## src/rtl/core/i2cmts_pkg.sv

```systemverilog
// Package of the I2C master transfer sequencer: request and status codes,
// controller status codes and configuration register indexes. No dependencies.
package i2cmts_pkg;

    // Request kinds carried by one input beat.
    typedef enum logic [1:0] {
        REQ_BUF_WRITE = 2'd0,
        REQ_START     = 2'd1,
        REQ_EVENT     = 2'd2,
        REQ_BUF_READ  = 2'd3
    } t_req;

    // Transfer status as reported on every result beat.
    typedef enum logic [1:0] {
        ST_BUSY    = 2'd0,
        ST_OK      = 2'd1,
        ST_PROTO   = 2'd2,
        ST_TIMEOUT = 2'd3
    } t_status;

    // Configuration register indexes.
    typedef enum logic [1:0] {
        CFG_DEV_ADDR = 2'd0,
        CFG_DIR      = 2'd1,
        CFG_LEN      = 2'd2
    } t_cfg_reg;

    localparam int CFG_IDX_W  = 2;
    localparam int CFG_DATA_W = 7;

    // Controller status codes.
    localparam logic [7:0] SC_START_SENT   = 8'h08;
    localparam logic [7:0] SC_RSTART_SENT  = 8'h10;
    localparam logic [7:0] SC_SLAW_ACK     = 8'h18;
    localparam logic [7:0] SC_SLAW_NACK    = 8'h20;
    localparam logic [7:0] SC_DATA_TX_ACK  = 8'h28;
    localparam logic [7:0] SC_SLAR_ACK     = 8'h40;
    localparam logic [7:0] SC_DATA_RX_ACK  = 8'h50;
    localparam logic [7:0] SC_DATA_RX_NACK = 8'h58;
    localparam logic [7:0] SC_BUS_RELEASED = 8'hF8;

    // Read/write bit of the address byte.
    localparam logic [7:0] SLA_READ_BIT = 8'h01;

endpackage

```

## src/rtl/core/i2c_master_transfer_sequencer.sv

```systemverilog
// Top level of the I2C master transfer sequencer: request decode, byte index,
// transfer status and the result register. Uses i2cmts_pkg and i2cmts_ram.
//
//   Channel   Direction  Handshake                Payload
//   in        inbound    i_in_valid / o_in_stall  req, buffer index/byte, code, timeout, rx
//   out       outbound   o_out_valid / i_out_stall send, ctrl bits, trigger, status, byte
//   cfg       inbound    i_cfg_valid / o_cfg_ready register index and write data
//
// Each request gives exactly one result beat. The accepting edge loads the
// request stage and starts the buffer RAM read (its registered read port sets
// this); the beat is decided and loaded into the result register when the stage
// moves on. A new beat is accepted every cycle unless the request stage is full
// and held by a stalled output. Reset (synchronous, active low) clears the byte
// index, the status to busy and the registers to address 0, write direction,
// length 1; the buffer itself is not cleared. While the output is stalled the
// request stage holds its beat and the input is stalled only once that stage is full.
module i2c_master_transfer_sequencer
    import i2cmts_pkg::*;
#(
    parameter int BUF_DEPTH = 16
) (
    input  logic                  i_clk,
    input  logic                  i_rst_n,
    // request channel
    input  logic                  i_in_valid,
    output logic                  o_in_stall,
    input  logic [1:0]            i_req_type,
    input  logic [3:0]            i_buffer_index_in,
    input  logic [7:0]            i_buffer_byte_in,
    input  logic [7:0]            i_status_code,
    input  logic                  i_timeout_flag,
    input  logic [7:0]            i_received_byte,
    // result channel
    output logic                  o_out_valid,
    input  logic                  i_out_stall,
    output logic                  o_send_valid,
    output logic [7:0]            o_send_byte,
    output logic                  o_ctrl_valid,
    output logic                  o_ctrl_start,
    output logic                  o_ctrl_stop,
    output logic                  o_ctrl_ack,
    output logic                  o_trigger,
    output logic [1:0]            o_transfer_status,
    output logic [7:0]            o_buffer_byte_out,
    // configuration channel
    input  logic                  i_cfg_valid,
    output logic                  o_cfg_ready,
    input  logic [CFG_IDX_W-1:0]  i_cfg_index,
    input  logic [CFG_DATA_W-1:0] i_cfg_data
);

    // Address width of the buffer, width of the byte index (which may reach
    // BUF_DEPTH itself) and a common width for all index comparisons.
    localparam int AW  = $clog2(BUF_DEPTH);
    localparam int IXW = $clog2(BUF_DEPTH + 1);
    localparam int CW  = (IXW > 5) ? IXW : 5;

    localparam logic [CW-1:0]  DEPTH_CW  = CW'(BUF_DEPTH);
    localparam logic [IXW-1:0] DEPTH_IX  = IXW'(BUF_DEPTH);

    // ---------------------------------------------------------------------
    // Configuration registers. The user writes only while the block is idle; not enforced.
    // ---------------------------------------------------------------------
    logic [6:0] r_dev_addr;
    logic       r_dir;
    logic [4:0] r_len;

    assign o_cfg_ready = 1'b1;

    always_ff @(posedge i_clk) begin
        if (!i_rst_n) begin
            r_dev_addr <= 7'd0;
            r_dir      <= 1'b0;
            r_len      <= 5'd1;
        end else if (i_cfg_valid && o_cfg_ready) begin
            case (t_cfg_reg'(i_cfg_index))
                CFG_DEV_ADDR: r_dev_addr <= i_cfg_data[6:0];
                CFG_DIR:      r_dir      <= i_cfg_data[0];
                CFG_LEN:      r_len      <= i_cfg_data[4:0];
                default:      ;
            endcase
        end
    end

    // ---------------------------------------------------------------------
    // Request stage: holds one accepted beat while its buffer read lands.
    // ---------------------------------------------------------------------
    logic        r_s1_valid;
    t_req        r_s1_req;
    logic [3:0]  r_s1_bidx;
    logic [7:0]  r_s1_bbyte;
    logic [7:0]  r_s1_code;
    logic        r_s1_tmo;
    logic [7:0]  r_s1_rx;
    logic        r_s1_oor;
    logic        r_s1_fwd_hit;
    logic [7:0]  r_s1_fwd_data;

    logic        r_out_valid;
    logic        s1_move;
    logic        in_accept;

    // The stage advances whenever the result register is free or being taken.
    assign s1_move    = r_s1_valid && (!r_out_valid || !i_out_stall);
    assign o_in_stall = r_s1_valid && !s1_move;
    assign in_accept  = i_in_valid && !o_in_stall;

    // ---------------------------------------------------------------------
    // Sequencing state.
    // ---------------------------------------------------------------------
    logic [IXW-1:0] r_byte_index;
    logic [IXW-1:0] n_byte_index;
    t_status        r_status;
    t_status        n_status;

    // Buffer write port, driven by the beat leaving the request stage.
    logic           ram_wr_en;
    logic [CW-1:0]  wr_cw;
    logic [7:0]     wr_data;

    // Buffer read port, driven by the beat being accepted. The byte index it
    // uses is the one left behind by the beat that leaves in the same cycle.
    logic [IXW-1:0] cur_idx;
    logic [CW-1:0]  rd_cw;
    logic           rd_oor;
    logic [7:0]     ram_rd_data;
    logic           fwd_hit;

    assign cur_idx = s1_move ? n_byte_index : r_byte_index;
    assign rd_cw   = (t_req'(i_req_type) == REQ_BUF_READ) ? CW'(i_buffer_index_in)
                                                           : CW'(cur_idx);
    assign rd_oor  = (rd_cw >= DEPTH_CW);
    // A write to the same entry in the same cycle is caught here, since the
    // RAM returns the old contents in that case.
    assign fwd_hit = ram_wr_en && (wr_cw == rd_cw);

    i2cmts_ram #(
        .WIDTH (8),
        .DEPTH (BUF_DEPTH)
    ) u_buffer (
        .i_clk     (i_clk),
        .i_wr_en   (ram_wr_en),
        .i_wr_addr (wr_cw[AW-1:0]),
        .i_wr_data (wr_data),
        .i_rd_en   (in_accept),
        .i_rd_addr (rd_cw[AW-1:0]),
        .o_rd_data (ram_rd_data)
    );

    always_ff @(posedge i_clk) begin
        if (!i_rst_n) begin
            r_s1_valid <= 1'b0;
        end else if (in_accept) begin
            r_s1_valid <= 1'b1;
        end else if (s1_move) begin
            r_s1_valid <= 1'b0;
        end
    end

    always_ff @(posedge i_clk) begin
        if (in_accept) begin
            r_s1_req      <= t_req'(i_req_type);
            r_s1_bidx     <= i_buffer_index_in;
            r_s1_bbyte    <= i_buffer_byte_in;
            r_s1_code     <= i_status_code;
            r_s1_tmo      <= i_timeout_flag;
            r_s1_rx       <= i_received_byte;
            r_s1_oor      <= rd_oor;
            r_s1_fwd_hit  <= fwd_hit;
            r_s1_fwd_data <= wr_data;
        end
    end

    // ---------------------------------------------------------------------
    // Decision logic for the beat in the request stage.
    // ---------------------------------------------------------------------
    logic [7:0]     s1_rd_byte;
    logic [CW-1:0]  len_cw;
    logic [CW-1:0]  eff_len;
    logic [CW-1:0]  end_mark;
    logic [IXW-1:0] adv_idx;
    logic           idx_below_end;
    logic           adv_below_end;
    logic           wr_req;
    logic           wr_in_range;

    logic           n_send_valid;
    logic [7:0]     n_send_byte;
    logic           n_ctrl_valid;
    logic           n_ctrl_start;
    logic           n_ctrl_stop;
    logic           n_ctrl_ack;
    logic           n_trigger;
    logic [7:0]     n_buf_out;

    assign s1_rd_byte = r_s1_oor     ? 8'd0 :
                        r_s1_fwd_hit ? r_s1_fwd_data : ram_rd_data;

    // Length is clamped to 1..BUF_DEPTH; a read stops acking one byte early.
    assign len_cw   = CW'(r_len);
    assign eff_len  = (len_cw == '0)      ? CW'(1)   :
                      (len_cw > DEPTH_CW) ? DEPTH_CW : len_cw;
    assign end_mark = eff_len - CW'(r_dir);

    assign adv_idx       = (r_byte_index < DEPTH_IX) ? r_byte_index + IXW'(1)
                                                     : r_byte_index;
    assign idx_below_end = (CW'(r_byte_index) < end_mark);
    assign adv_below_end = (CW'(adv_idx) < end_mark);

    always_comb begin
        n_byte_index = r_byte_index;
        n_status     = r_status;
        n_send_valid = 1'b0;
        n_send_byte  = 8'd0;
        n_ctrl_valid = 1'b0;
        n_ctrl_start = 1'b0;
        n_ctrl_stop  = 1'b0;
        n_ctrl_ack   = 1'b0;
        n_trigger    = 1'b0;
        n_buf_out    = 8'd0;
        wr_req       = 1'b0;
        wr_cw        = CW'(r_byte_index);
        wr_data      = r_s1_rx;

        case (r_s1_req)
            REQ_BUF_WRITE: begin
                wr_req  = 1'b1;
                wr_cw   = CW'(r_s1_bidx);
                wr_data = r_s1_bbyte;
            end
            REQ_START: begin
                n_byte_index = '0;
                n_status     = ST_BUSY;
                n_ctrl_valid = 1'b1;
                n_ctrl_start = 1'b1;
            end
            REQ_BUF_READ: begin
                n_buf_out = s1_rd_byte;
            end
            REQ_EVENT: begin
                if (r_s1_tmo) begin
                    n_status = ST_TIMEOUT;
                end else begin
                    case (r_s1_code)
                        SC_START_SENT: begin
                            n_send_valid = 1'b1;
                            n_send_byte  = {r_dev_addr, 1'b0};
                            n_trigger    = 1'b1;
                        end
                        SC_RSTART_SENT: begin
                            n_send_valid = 1'b1;
                            n_send_byte  = {r_dev_addr, 1'b0} | SLA_READ_BIT;
                            n_trigger    = 1'b1;
                        end
                        SC_SLAW_ACK: begin
                            n_send_valid = 1'b1;
                            n_send_byte  = s1_rd_byte;
                            n_trigger    = 1'b1;
                            if (!r_dir) begin
                                n_byte_index = adv_idx;
                            end
                        end
                        SC_SLAW_NACK: begin
                            // Address not acknowledged: STOP and try again.
                            n_ctrl_valid = 1'b1;
                            n_ctrl_start = 1'b1;
                            n_ctrl_stop  = 1'b1;
                            n_trigger    = 1'b1;
                        end
                        SC_DATA_TX_ACK: begin
                            n_trigger = 1'b1;
                            if (r_dir) begin
                                n_ctrl_valid = 1'b1;
                                n_ctrl_start = 1'b1;
                            end else if (idx_below_end) begin
                                n_send_valid = 1'b1;
                                n_send_byte  = s1_rd_byte;
                                n_byte_index = adv_idx;
                            end else begin
                                n_ctrl_valid = 1'b1;
                                n_ctrl_stop  = 1'b1;
                                n_status     = ST_OK;
                            end
                        end
                        SC_SLAR_ACK: begin
                            n_ctrl_valid = 1'b1;
                            n_ctrl_ack   = idx_below_end;
                            n_trigger    = 1'b1;
                        end
                        SC_DATA_RX_ACK: begin
                            wr_req       = 1'b1;
                            n_byte_index = adv_idx;
                            n_ctrl_valid = 1'b1;
                            n_ctrl_ack   = adv_below_end;
                            n_trigger    = 1'b1;
                        end
                        SC_DATA_RX_NACK: begin
                            wr_req       = 1'b1;
                            n_ctrl_valid = 1'b1;
                            n_ctrl_stop  = 1'b1;
                            n_trigger    = 1'b1;
                            n_status     = ST_OK;
                        end
                        SC_BUS_RELEASED: begin
                            n_ctrl_valid = 1'b1;
                            n_ctrl_stop  = 1'b1;
                        end
                        default: begin
                            n_status = ST_PROTO;
                        end
                    endcase
                end
            end
            default: ;
        endcase
    end

    // Stores past the end of the buffer are dropped.
    assign wr_in_range = (wr_cw < DEPTH_CW);
    assign ram_wr_en   = s1_move && wr_req && wr_in_range;

    always_ff @(posedge i_clk) begin
        if (!i_rst_n) begin
            r_byte_index <= '0;
            r_status     <= ST_BUSY;
        end else if (s1_move) begin
            r_byte_index <= n_byte_index;
            r_status     <= n_status;
        end
    end

    // ---------------------------------------------------------------------
    // Result register.
    // ---------------------------------------------------------------------
    logic       r_out_send_valid;
    logic [7:0] r_out_send_byte;
    logic       r_out_ctrl_valid;
    logic       r_out_ctrl_start;
    logic       r_out_ctrl_stop;
    logic       r_out_ctrl_ack;
    logic       r_out_trigger;
    t_status    r_out_status;
    logic [7:0] r_out_buf;

    always_ff @(posedge i_clk) begin
        if (!i_rst_n) begin
            r_out_valid <= 1'b0;
        end else if (s1_move) begin
            r_out_valid <= 1'b1;
        end else if (!i_out_stall) begin
            r_out_valid <= 1'b0;
        end
    end

    always_ff @(posedge i_clk) begin
        if (s1_move) begin
            r_out_send_valid <= n_send_valid;
            r_out_send_byte  <= n_send_byte;
            r_out_ctrl_valid <= n_ctrl_valid;
            r_out_ctrl_start <= n_ctrl_start;
            r_out_ctrl_stop  <= n_ctrl_stop;
            r_out_ctrl_ack   <= n_ctrl_ack;
            r_out_trigger    <= n_trigger;
            r_out_status     <= n_status;
            r_out_buf        <= n_buf_out;
        end
    end

    assign o_out_valid       = r_out_valid;
    assign o_send_valid      = r_out_send_valid;
    assign o_send_byte       = r_out_send_byte;
    assign o_ctrl_valid      = r_out_ctrl_valid;
    assign o_ctrl_start      = r_out_ctrl_start;
    assign o_ctrl_stop       = r_out_ctrl_stop;
    assign o_ctrl_ack        = r_out_ctrl_ack;
    assign o_trigger         = r_out_trigger;
    assign o_transfer_status = r_out_status;
    assign o_buffer_byte_out = r_out_buf;

    // ---------------------------------------------------------------------
    // Assertions.
    // ---------------------------------------------------------------------
    a_index_saturates: assert property (@(posedge i_clk) disable iff (!i_rst_n)
        r_byte_index <= DEPTH_IX)
        else $error("byte index ran past the buffer depth");

    a_start_rewinds: assert property (@(posedge i_clk) disable iff (!i_rst_n)
        (s1_move && r_s1_req == REQ_START) |=> (r_byte_index == '0 && r_status == ST_BUSY))
        else $error("start request did not rewind the transfer");

    a_timeout_status: assert property (@(posedge i_clk) disable iff (!i_rst_n)
        (s1_move && r_s1_req == REQ_EVENT && r_s1_tmo) |=> (r_out_status == ST_TIMEOUT))
        else $error("timeout event did not report timeout");

    a_fwd_capture: assert property (@(posedge i_clk) disable iff (!i_rst_n)
        (in_accept && ram_wr_en && wr_cw == rd_cw) |=> r_s1_fwd_hit)
        else $error("same-cycle buffer write not forwarded");

    a_no_write_when_held: assert property (@(posedge i_clk) disable iff (!i_rst_n)
        (r_s1_valid && !s1_move) |-> !ram_wr_en)
        else $error("buffer written by a beat that did not leave the stage");

endmodule

```

## src/rtl/core/i2cmts_ram.sv

```systemverilog
// Generic single-port-write, single-port-read RAM with a registered read.
// Stand-alone; no package needed.
module i2cmts_ram #(
    parameter int WIDTH = 8,
    parameter int DEPTH = 16,
    localparam int AW = (DEPTH > 1) ? $clog2(DEPTH) : 1
) (
    input  logic             i_clk,
    input  logic             i_wr_en,
    input  logic [AW-1:0]    i_wr_addr,
    input  logic [WIDTH-1:0] i_wr_data,
    input  logic             i_rd_en,
    input  logic [AW-1:0]    i_rd_addr,
    output logic [WIDTH-1:0] o_rd_data
);

    logic [WIDTH-1:0] r_mem [DEPTH];
    logic [WIDTH-1:0] r_rd_data;

    // Read returns the old contents when the same address is written.
    always_ff @(posedge i_clk) begin
        if (i_wr_en) begin
            r_mem[i_wr_addr] <= i_wr_data;
        end
        if (i_rd_en) begin
            r_rd_data <= r_mem[i_rd_addr];
        end
    end

    assign o_rd_data = r_rd_data;

endmodule

```

## config.mk

```make
export PLATFORM = sky130hd
export DESIGN_NAME = i2c_master_transfer_sequencer
export DESIGN_NICKNAME = d
export VERILOG_FILES = /design/src/rtl/core/i2cmts_pkg.sv /design/src/rtl/core/i2c_master_transfer_sequencer.sv /design/src/rtl/core/i2cmts_ram.sv
export SDC_FILE = /design/constraint.sdc
export NUM_CORES = 1
export LEC_CHECK = 0
export BUFFER_PORTS_ARGS = -buffer_cell sky130_fd_sc_hd__buf_2
export CELL_PAD_IN_SITES_DETAIL_PLACEMENT = 2
export CELL_PAD_IN_SITES_GLOBAL_PLACEMENT = 2
export CORE_MARGIN = 4
export CORE_UTILIZATION = 39
export CTS_CLUSTER_DIAMETER = 120
export DETAILED_ROUTE_END_ITERATION = 8
export PLACE_DENSITY = 0.77
export SETUP_SLACK_MARGIN = 0.2
export SYNTH_ARGS = -nofsm -noshare
export SYNTH_HDL_FRONTEND = slang
export SYNTH_HIERARCHICAL = 1
export SYNTH_SLANG_ARGS = --single-unit
```

## constraint.sdc

```tcl
create_clock -name i_clk -period 4.2 [get_ports i_clk]
set_input_delay 0.63 -clock i_clk [delete_from_list [all_inputs] [get_ports i_clk]]
set_output_delay 0.63 -clock i_clk [all_outputs]
set_load 0.05 [all_outputs]
```

==> results of run 1 <==
==> worst max-delay path by stage <==
stage,slack (ps),endpoint,from,cells past startpoint
6_report,-150,u_buffer/o_rd_data[0]$_DFFE_PP_,len_cw[3]$_SDFFE_PN0P_,18
5_1_grt,-320,u_buffer/o_rd_data[2]$_DFFE_PP_,len_cw[3]$_SDFFE_PN0P_,18
4_1_cts,-140,u_buffer/o_rd_data[0]$_DFFE_PP_,len_cw[2]$_SDFFE_PN0P_,18
3_5_place_dp,-300,u_buffer/o_rd_data[0]$_DFFE_PP_,len_cw[3]$_SDFFE_PN0P_,17
3_3_place_gp,-90,u_buffer/o_rd_data[7]$_DFFE_PP_,len_cw[3]$_SDFFE_PN0P_,17
2_1_floorplan,4,u_buffer/o_rd_data[1]$_DFFE_PP_,len_cw[3]$_SDFFE_PN0P_,19
==> power by group <==
part,internal (mW),switching [mW]
registers,2.48,0.0305
clock network,1.24,0.927
logic,0.155,0.277
==> registers in the layout, indices dropped and copies added, names as in the netlist, 4 cells and up <==
register	flops
u_buffer/r_mem	128
o_buffer_byte_out	8
o_send_byte	8
r_s1_bbyte	8
r_s1_code	8
r_s1_fwd_data	8
r_s1_rx	8
u_buffer/o_rd_data	8
r_dev_addr	7
len_cw	5
r_byte_index	5
r_s1_bidx	4
==> Yosys cell counts, drive strengths merged, types with 4 or more instances <==
master,instances,share of area
mux4,32,0.078
mux2i,24,0.024
nand2,42,0.016
ha,10,0.013
buf,17,0.011
edfxtp,201,0.61
a21oi,22,0.011
nor3b,4,0.0030
nand2b,11,0.0069
o31ai,4,0.0035
nand3b,6,0.0045
nor2b,12,0.0075
a22oi,23,0.017
o21ai,16,0.0088
xnor2,7,0.0062
or4,4,0.0038
nor2,76,0.029
clkbuf,12,0.0049
nand3,7,0.0040
inv,16,0.0060
o22ai,6,0.0038
mux2,11,0.012
o21a,5,0.0038
a31oi,5,0.0031
dfxtp,22,0.044
and2,12,0.0075
nor3,11,0.0055
nand4,4,0.0025
==> worst max-delay path: cells and delay by family (launching register included) <==
kind | cells | cell delay (ps)
AOI/OAI and AO/OA | 7 | 1470
and+or+nand+nor | 6 | 980
muxes | 1 | 540
adders and majority gates | 2 | 460
DFF | 1 | 330
buffers and inverters | 2 | 320
==> cells by family (layout without fill, tap and decap cells) <==
logic type | Yosys count | after routing | synth area share
AND/OR/NAND/NOR | 207 | 207 | 0.104
AO/OA/AOI/OAI | 113 | 113 | 0.0829
adder cells (fa/ha/maj) | 11 | 11 | 0.0136
XOR/XNOR | 10 | 10 | 0.00880
other | 1 | 1 | 0.000377
buffers and inverters | 48 | 180 | 0.0253
multiplexers | 67 | 67 | 0.114
flip-flops | 223 | 223 | 0.650
==> metrics by stage <==
stage | instances | hold slack (ps) | utilization | setup WS, ps | TNS [ps]
floorplan | 680 | 434 | - | 4.02 | 0
global placement | 1089 | 446 | 0.431 | -91.0 | -617
detailed placement | 1089 | 475 | 0.431 | -299 | -2090
CTS | 1141 | 242 | 0.471 | -144 | -915
global route | 1142 | 250 | 0.478 | -318 | -2300
finish | 1142 | 270 | 0.478 | -151 | -913
==> repair_timing <==
action / 4_1_cts / 5_1_grt
pin swaps: 12 / 10
endpoints found under the setup margin: 9 / 9
gates cloned: 2 / 0
buffers inserted: 5 / 1
gates resized for setup: 22 / 29
==> layer usage <==
layer / wire [um] / global-route usage / up-vias
met4: 947 / 0.0667 / 0
met5: 0 / 0 / -
met1: 13000 / 0.273 / 3462
met3: 2050 / 0.0409 / 63
met2: 16300 / 0.368 / 246
li1: - / - / 2855
==> cell type report <==
class	count	area (um2)
sequential	223	6480
timing repair buffer	119	836
multi-input combinational	409	3460
clock inverter	16	134
fill	2362	13100
inverter	16	60.1
tap	330	413
clock buffer	29	661
==> metrics.txt, run 1 <==
Skew-Pair Late Insertion Delay 550 ps; DRT Pass-1 Iters 5; Max Cap Viol 0; pin count of the biggest net entering global routing 33; # diodes 0; Worst Max-Slew Pin Slew 1050 ps; total track usage 0.213; Clock Skew 20.2 ps; fin. max-slew vios 0; Reg2Reg Depth 18; Distinct cells, synth 78; r2r startpoint len_cw[3]$_SDFFE_PN0P_; DRC 0; Final WS setup -151 ps; Hold Crit Endpoint r_s1_bbyte[4]$_DFFE_PP_; internal reg-to-reg setup slack -150 ps; DIE HEIGHT 168 um; cell area after layout 12,000 um2; number of I/O pins 72; syn_nets 735; hpwl dp 20,400 um; sequential cell area fraction in the yosys report 0.650; final hold violation count 0; vias in the first global route 7,307; Port Buffers 70; Post-synth EDFFs 201; Synth-to-Final Area Change 20.9%; critical-path cell list nor3_4, o21bai_1, ha_2, nor2b_1, o31a_1, ha_4, nor2_4, a21oi_4, a311o_1, nand3_4, a21boi_4, or2_4, a31oi_4, buf_12, buf_12, mux4_2, a22oi_2, nand2_2; initial antenna violation count 0; Core Area 25,200 um2; Crit Path Class flip-flop to flip-flop; CTS tree yes; synth warn 6; clk root buf clkbuf_16; DP Area 10,900 um2; DRT iter0 DRCs 654; Final setup viols 8; Initial Util 0.395; Num CTS Buffers 25; ANT nets after route 0; Post-synth top flop edfxtp_1; Arr. time, crit path 4640 ps; Crit path largest cell delay 540 ps; gr ovfl total 0; number of core rows 58; Slew Limit Headroom 0.297; P_leak 4.10 nW; DIE AREA 28,100 um2; Syn Area/Cell 14.6 um2; worst hold path depth 1; Hold Startpoint i_buffer_byte_in[4]; detailed-route via count 6,626; RSZ-0062 raised after global routing true; Total Power 5.12 mW; WL final 32,300 um; period utilization 1.04; worst r2r dst u_buffer/o_rd_data[0]$_DFFE_PP_; failing checks setup timing; PwrDens 425 nW/um2; Setup crit end kind flip-flop; register bit total from synthesis 223; Vias/cell 5.80; Final Critical Period 4350 ps; CP dominant cell by count buf_12; synthesized area 9960 um2; first-pass GRT wire length 46,100 um; Startpoint Class flip-flop; CP Max Fanout 8; async set-or-reset flop fraction in the synthesized netlist 0; fin nets 849; fmax 230 MHz; DR WL/cell 28.2 um; hold_buf cts 0; Clock Path Buffers 3; H-tree levels 1; clock sinks 223; most frequent cells in the layout edfxtp_1 (201), nor2_1 (73), buf_2 (70); Peak VDD IR 0.000329 V; Placer Congestion 0.798; status complete, but fails checks; Crit path required time 4490 ps; HP Class input port to flip-flop; CP max-delay cell mux4_2; die width 168 um; Mapped Cells 680; layout cells sized above 1 0.319; leading cell type in the layout, fill and taps excluded edfxtp_1; Reg clk slew, reported paths 70 ps
(Power assumes the default switching activity.)
==> run 2: changes to the inputs <==
- ABC_CLOCK_PERIOD_IN_PS: not set -> 4200
- PLACE_DENSITY: 0.77 -> not set
- PLACE_DENSITY_LB_ADDON: not set -> 0.1
==> metrics.txt, run 2 (synthesis gave the netlist of run 1 again) <==
Port Buffers 70; clock sinks 223; CTS tree yes; PwrDens 420 nW/um2; DR WL/cell 25.0 um; internal reg-to-reg setup slack -140 ps; DIE AREA 28,100 um2; Arr. time, crit path 4600 ps; r2r startpoint len_cw[1]$_SDFFE_PN0P_; Initial Util 0.395; Hold Crit Endpoint r_s1_bbyte[4]$_DFFE_PP_; Max Cap Viol 0; fin nets 860; DRT iter0 DRCs 408; status complete, but fails checks; Clock Path Buffers 3; Vias/cell 5.61; failing checks setup timing; worst hold path depth 1; pin count of the biggest net entering global routing 29; Crit path largest cell delay 550 ps; initial antenna violation count 0; Reg clk slew, reported paths 60 ps; Peak VDD IR 0.000338 V; RSZ-0062 raised after global routing true; first-pass GRT wire length 43,600 um; max FFs per register 128; Clock Skew 15.0 ps; H-tree levels 1; number of core rows 58; Setup crit end kind flip-flop; HP Class input port to flip-flop; DIE HEIGHT 168 um; Largest Register u_buffer/r_mem; number of I/O pins 72; clk root buf clkbuf_16; hold slack 288 ps; CP Max Fanout 6; vias in the first global route 6,913; critical-path cell list nor3_4, o21bai_1, ha_2, nor2b_4, o31a_1, ha_1, nor2_2, a21oi_4, or4_4, nand3_4, a21boi_2, or2_4, a31oi_4, buf_6, buf_12, mux4_2, a22oi_2, nand2_1; Crit path required time 4450 ps; # diodes 0; layout cells sized above 1 0.322; CP max-delay cell mux4_2; Filler cells 2,378; hpwl dp 20,800 um; Final Critical Period 4340 ps; gr ovfl total 0; WL final 28,900 um; DRC 0; Core Area 25,200 um2; Synth-to-Final Area Change 21.4%; worst r2r dst u_buffer/o_rd_data[7]$_DFFE_PP_; leading cell type in the layout, fill and taps excluded edfxtp_1; Skew-Pair Late Insertion Delay 530 ps; Crit Path Class flip-flop to flip-flop; DRT Pass-1 Iters 5; ANT nets after route 0; Reg2Reg Depth 18; P_leak 4.14 nW; Final setup viols 8; die width 168 um; most frequent cells in the layout edfxtp_1 (201), nor2_1 (72), buf_2 (70); Num CTS Buffers 26; Final WS setup -144 ps; total track usage 0.200; Placer Congestion 0.799; worst slack at placement -421 ps; Hold Startpoint i_buffer_byte_in[4]; period utilization 1.03; fin. max-slew vios 0; Worst Max-Slew Pin Slew 981 ps; final hold violation count 0; Slew Limit Headroom 0.344; fmax 230 MHz; Startpoint Class flip-flop; detailed-route via count 6,481
-- run 2: cell types whose count changed in the layout (fill, tap and decap cells not counted), sizes merged --
cell / before / now
bufinv: 2 / 1
clkbuf: 29 / 33
inv: 17 / 16
clkinvlp: 2 / 3
buf: 119 / 129
-- run 2: metal layers --
| metal | global-route usage | part of all wire |
|---|---|---|
| met2 | 0.324 | 0.47 |
| met3 | 0.0286 | 0.050 |
| met5 | 0 | 0 |
| met4 | 0.0371 | 0.018 |
| met1 | 0.292 | 0.46 |
-- run 2: timing repair --
item | 4_1_cts | 5_1_grt
setup endpoints to repair | 8 | 9
endpoints found under the hold margin | 0 | 0
pin swaps | 14 | 12
hold buffers | 0 | 0
cloned | 1 | 0
setup buffers | 9 | 2
gates resized for setup | 26 | 23
-- run 2: worst max-delay path by stage --
stage / endpoint / slack [ps] / from
final: u_buffer/o_rd_data[7]$_DFFE_PP_ / -140 / len_cw[1]$_SDFFE_PN0P_
after global routing: u_buffer/o_rd_data[7]$_DFFE_PP_ / -290 / len_cw[1]$_SDFFE_PN0P_
after CTS: u_buffer/o_rd_data[6]$_DFFE_PP_ / -80 / len_cw[1]$_SDFFE_PN0P_
after detailed placement: u_buffer/o_rd_data[7]$_DFFE_PP_ / -420 / len_cw[3]$_SDFFE_PN0P_
after global placement: u_buffer/o_rd_data[4]$_DFFE_PP_ / -230 / len_cw[3]$_SDFFE_PN0P_
after floorplan: u_buffer/o_rd_data[1]$_DFFE_PP_ / 4 / len_cw[3]$_SDFFE_PN0P_
-- run 2: critical path, delay by kind of cell (launching register included) --
kind	cells	cell delay (ps)
AO/OA/AOI/OAI	6	970
adder cells (fa/ha/maj)	2	510
buffers and inverters	2	300
flip-flops	1	330
multiplexers	1	550
AND/OR/NAND/NOR	7	1410
-- run 2: per-stage QoR --
stage	cell area [um2]	TNS (ps)	utilization	total power [mW]	std cells
after global placement	10900	-1360	0.434	2.92	1095
final	12100	-650	0.480	5.07	1155
after floorplan	9970	0	-	2.79	680
after CTS	12000	-244	0.475	5.12	1153
after detailed placement	10900	-2270	0.434	2.95	1095
after global routing	12100	-1830	0.480	5.27	1155
-- run 2: area by class of cell --
type                            instances  area [um2]  area share
Multi-Input combinational cell        409        3410       0.283
Clock inverter                         15         100     0.00828
Timing Repair Buffer                  129         902      0.0746
Inverter                               16        60.1     0.00497
Sequential cell                       223        6480       0.536
Clock buffer                           33         718      0.0594
Tap cell                              330         413      0.0342
-- run 2: where the power goes --
group / switching (mW) / total [mW] / internal [mW]
registers: 0.0328 / 2.52 / 2.49
logic: 0.260 / 0.415 / 0.155
clock network: 0.877 / 2.14 / 1.26
total: 1.17 / 5.07 / 3.90
==> run 3: changes to the inputs <==
- ABC_AREA: not set -> 1
- CELL_PAD_IN_SITES_DETAIL_PLACEMENT: 2 -> 0
- CELL_PAD_IN_SITES_GLOBAL_PLACEMENT: 2 -> 1
- CORE_UTILIZATION: 39 -> 43
==> metrics.txt, run 3 <==
most frequent cells in the layout nand2_1 (290), edfxtp_1 (201), inv_1 (153); CP max-delay cell dfxtp_1; total track usage 0.199; Crit path required time 4470 ps; most area-hungry cell type in the Yosys netlist edfxtp_1; Max Cap Viol 0; DIE AREA 26,400 um2; Filler cells 2,212; ANT nets after route 0; # diodes 0; P_leak 5.02 nW; die width 162 um; top sig layer met4; Arr. time, crit path 3960 ps; synth warn 6; Skew-Pair Late Insertion Delay 530 ps; Peak VDD IR 0.000231 V; met2 wire len 11,400 um; HP Class input port to flip-flop; Num CTS Buffers 26; utilization after layout 0.505; initial antenna violation count 1; syn_nets 1,111; final hold violation count 0; placed insts 1,427; DRC 0; gr ovfl total 0; hold_buf cts 0; fmax 271 MHz; detailed-route via count 7,209; Non-Filler Instances 1,475; flip-flop and latch area 6480 um2; hpwl dp 17,700 um; Reg clk slew, reported paths 60 ps; layout cells sized above 1 0.149; Synth top cells by count nand2_1 (291), edfxtp_1 (201), inv_1 (154); Worst Max-Slew Pin Slew 1160 ps; Mapped Cells 1,056; ranking of synthesized cells by area edfxtp_1 (59%), nand2_1 (11%), nand3_1 (6.0%); Multi-input gate area 3000 um2; Placer Congestion 0.862; DRT Pass-1 Iters 5; synthesized area 10,200 um2; area share of the largest cell type after synthesis 0.589; DRT iter0 DRCs 576; fin nets 1,193; wire length on met3 1550 um; Clock Path Buffers 3; DR WL/cell 17.7 um; Largest Register u_buffer/r_mem; CTS tree yes; Syn Area/Cell 9.70 um2; Port Buffers 70; internal reg-to-reg setup slack 520 ps; setup TNS 0 ps; fin. max-slew vios 0; Distinct cells, synth 39; CP dominant cell by count nand2_1; Initial Util 0.437; Crit Path Class flip-flop to flip-flop; H-tree levels 1; number of I/O pins 72; Startpoint Class flip-flop; clk root buf clkbuf_16; Synth-to-Final Area Change 15.6%; max FFs per register 128; DIE HEIGHT 162 um; Crit path largest cell delay 350 ps; first-pass GRT wire length 40,500 um; status completed; async set-or-reset flop fraction in the synthesized netlist 0; Post-synth EDFFs 201; wire length on met1 12,900 um; top-count cell post-synth nand2_1; PwrDens 423 nW/um2; register bit total from synthesis 223; period utilization 0.877; CP Max Fanout 25; leading cell type in the layout, fill and taps excluded nand2_1; clock sinks 223; Slew Limit Headroom 0.228; vias in the first global route 7,082; WL final 26,100 um; Setup crit end kind flip-flop; Final setup viols 0; Post-synth top flop edfxtp_1; number of core rows 56; Final Critical Period 3680 ps; sequential cell area fraction in the yosys report 0.632; pin count of the biggest net entering global routing 50; Core Area 23,500 um2; RSZ-0062 raised after global routing false; Vias/cell 4.89; Clock Skew 11.5 ps
[run 3: critical path: cells and delay by family, from the launching register on]
kind                     cells  cell delay [ps]
AND/OR/NAND/NOR             26             2080
buffers and inverters        4              340
AO/OA/AOI/OAI                2              200
adder cells (fa/ha/maj)      2              470
flip-flops                   1              350
[run 3: final cells by class]
| class | count | area share |
|---|---|---|
| clock buffer | 36 | 0.0643 |
| tap | 319 | 0.0337 |
| timing repair buffer | 86 | 0.0459 |
| sequential | 223 | 0.547 |
| inverter | 163 | 0.0523 |
| multi-input combinational | 638 | 0.253 |
| clock inverter | 10 | 0.00412 |
[run 3: report_power, final]
group	total, mW	internal [mW]	switching (mW)	leakage (nW)
clock	2.12	1.26	0.860	0.402
combinational	0.382	0.0999	0.282	2.58
sequential	2.52	2.49	0.0225	2.05
[run 3: kinds of logic (layout without fill, tap and decap cells)]
kind of cell    after synthesis  count (layout)  share of synthesized area
other cells                   1               1                   0.000366
simple gates                546             546                      0.231
xor+xnor                      3               3                    0.00256
buf+inv                     195             295                     0.0800
flops                       223             223                      0.632
fa+ha+maj                    10              10                     0.0122
compound gates               78              78                     0.0415
[run 3: repair_timing]
action	4_1_cts	5_1_grt
setup endpoints to repair	0	8
buffers inserted	0	1
resized for setup	0	22
[run 3: stage by stage]
| step | setup slack [ps] | hold slack (ps) | cell area (um2) | total power [mW] |
|---|---|---|---|---|
| finish | 515 | 279 | 11900 | 5.02 |
| global route | 202 | 259 | 11900 | 5.21 |
| CTS | 271 | 258 | 11700 | 5.05 |
| detailed placement | 285 | 476 | 10900 | 2.94 |
| global placement | 384 | 466 | 10900 | 2.94 |
| floorplan | 981 | 446 | 10200 | 2.80 |
[run 3: layer usage]
metal / up-vias / GRT usage
met2: 174 / 0.298
li1: 3641 / -
met5: - / 0
met1: 3373 / 0.309
met3: 21 / 0.0316
met4: 0 / 0.0361
[run 3: worst paths after layout]
check,end,start,depth (start not counted)
max,u_buffer/o_rd_data[5]$_DFFE_PP_,len_cw[0]$_SDFFE_PN1P_,34
min,r_s1_code[2]$_DFFE_PP_,i_status_code[2],1
max reg2reg,u_buffer/o_rd_data[5]$_DFFE_PP_,len_cw[0]$_SDFFE_PN1P_,34
min reg2reg,o_out_valid$_SDFFE_PN0P_,r_s1_valid$_SDFFE_PN0P_,2
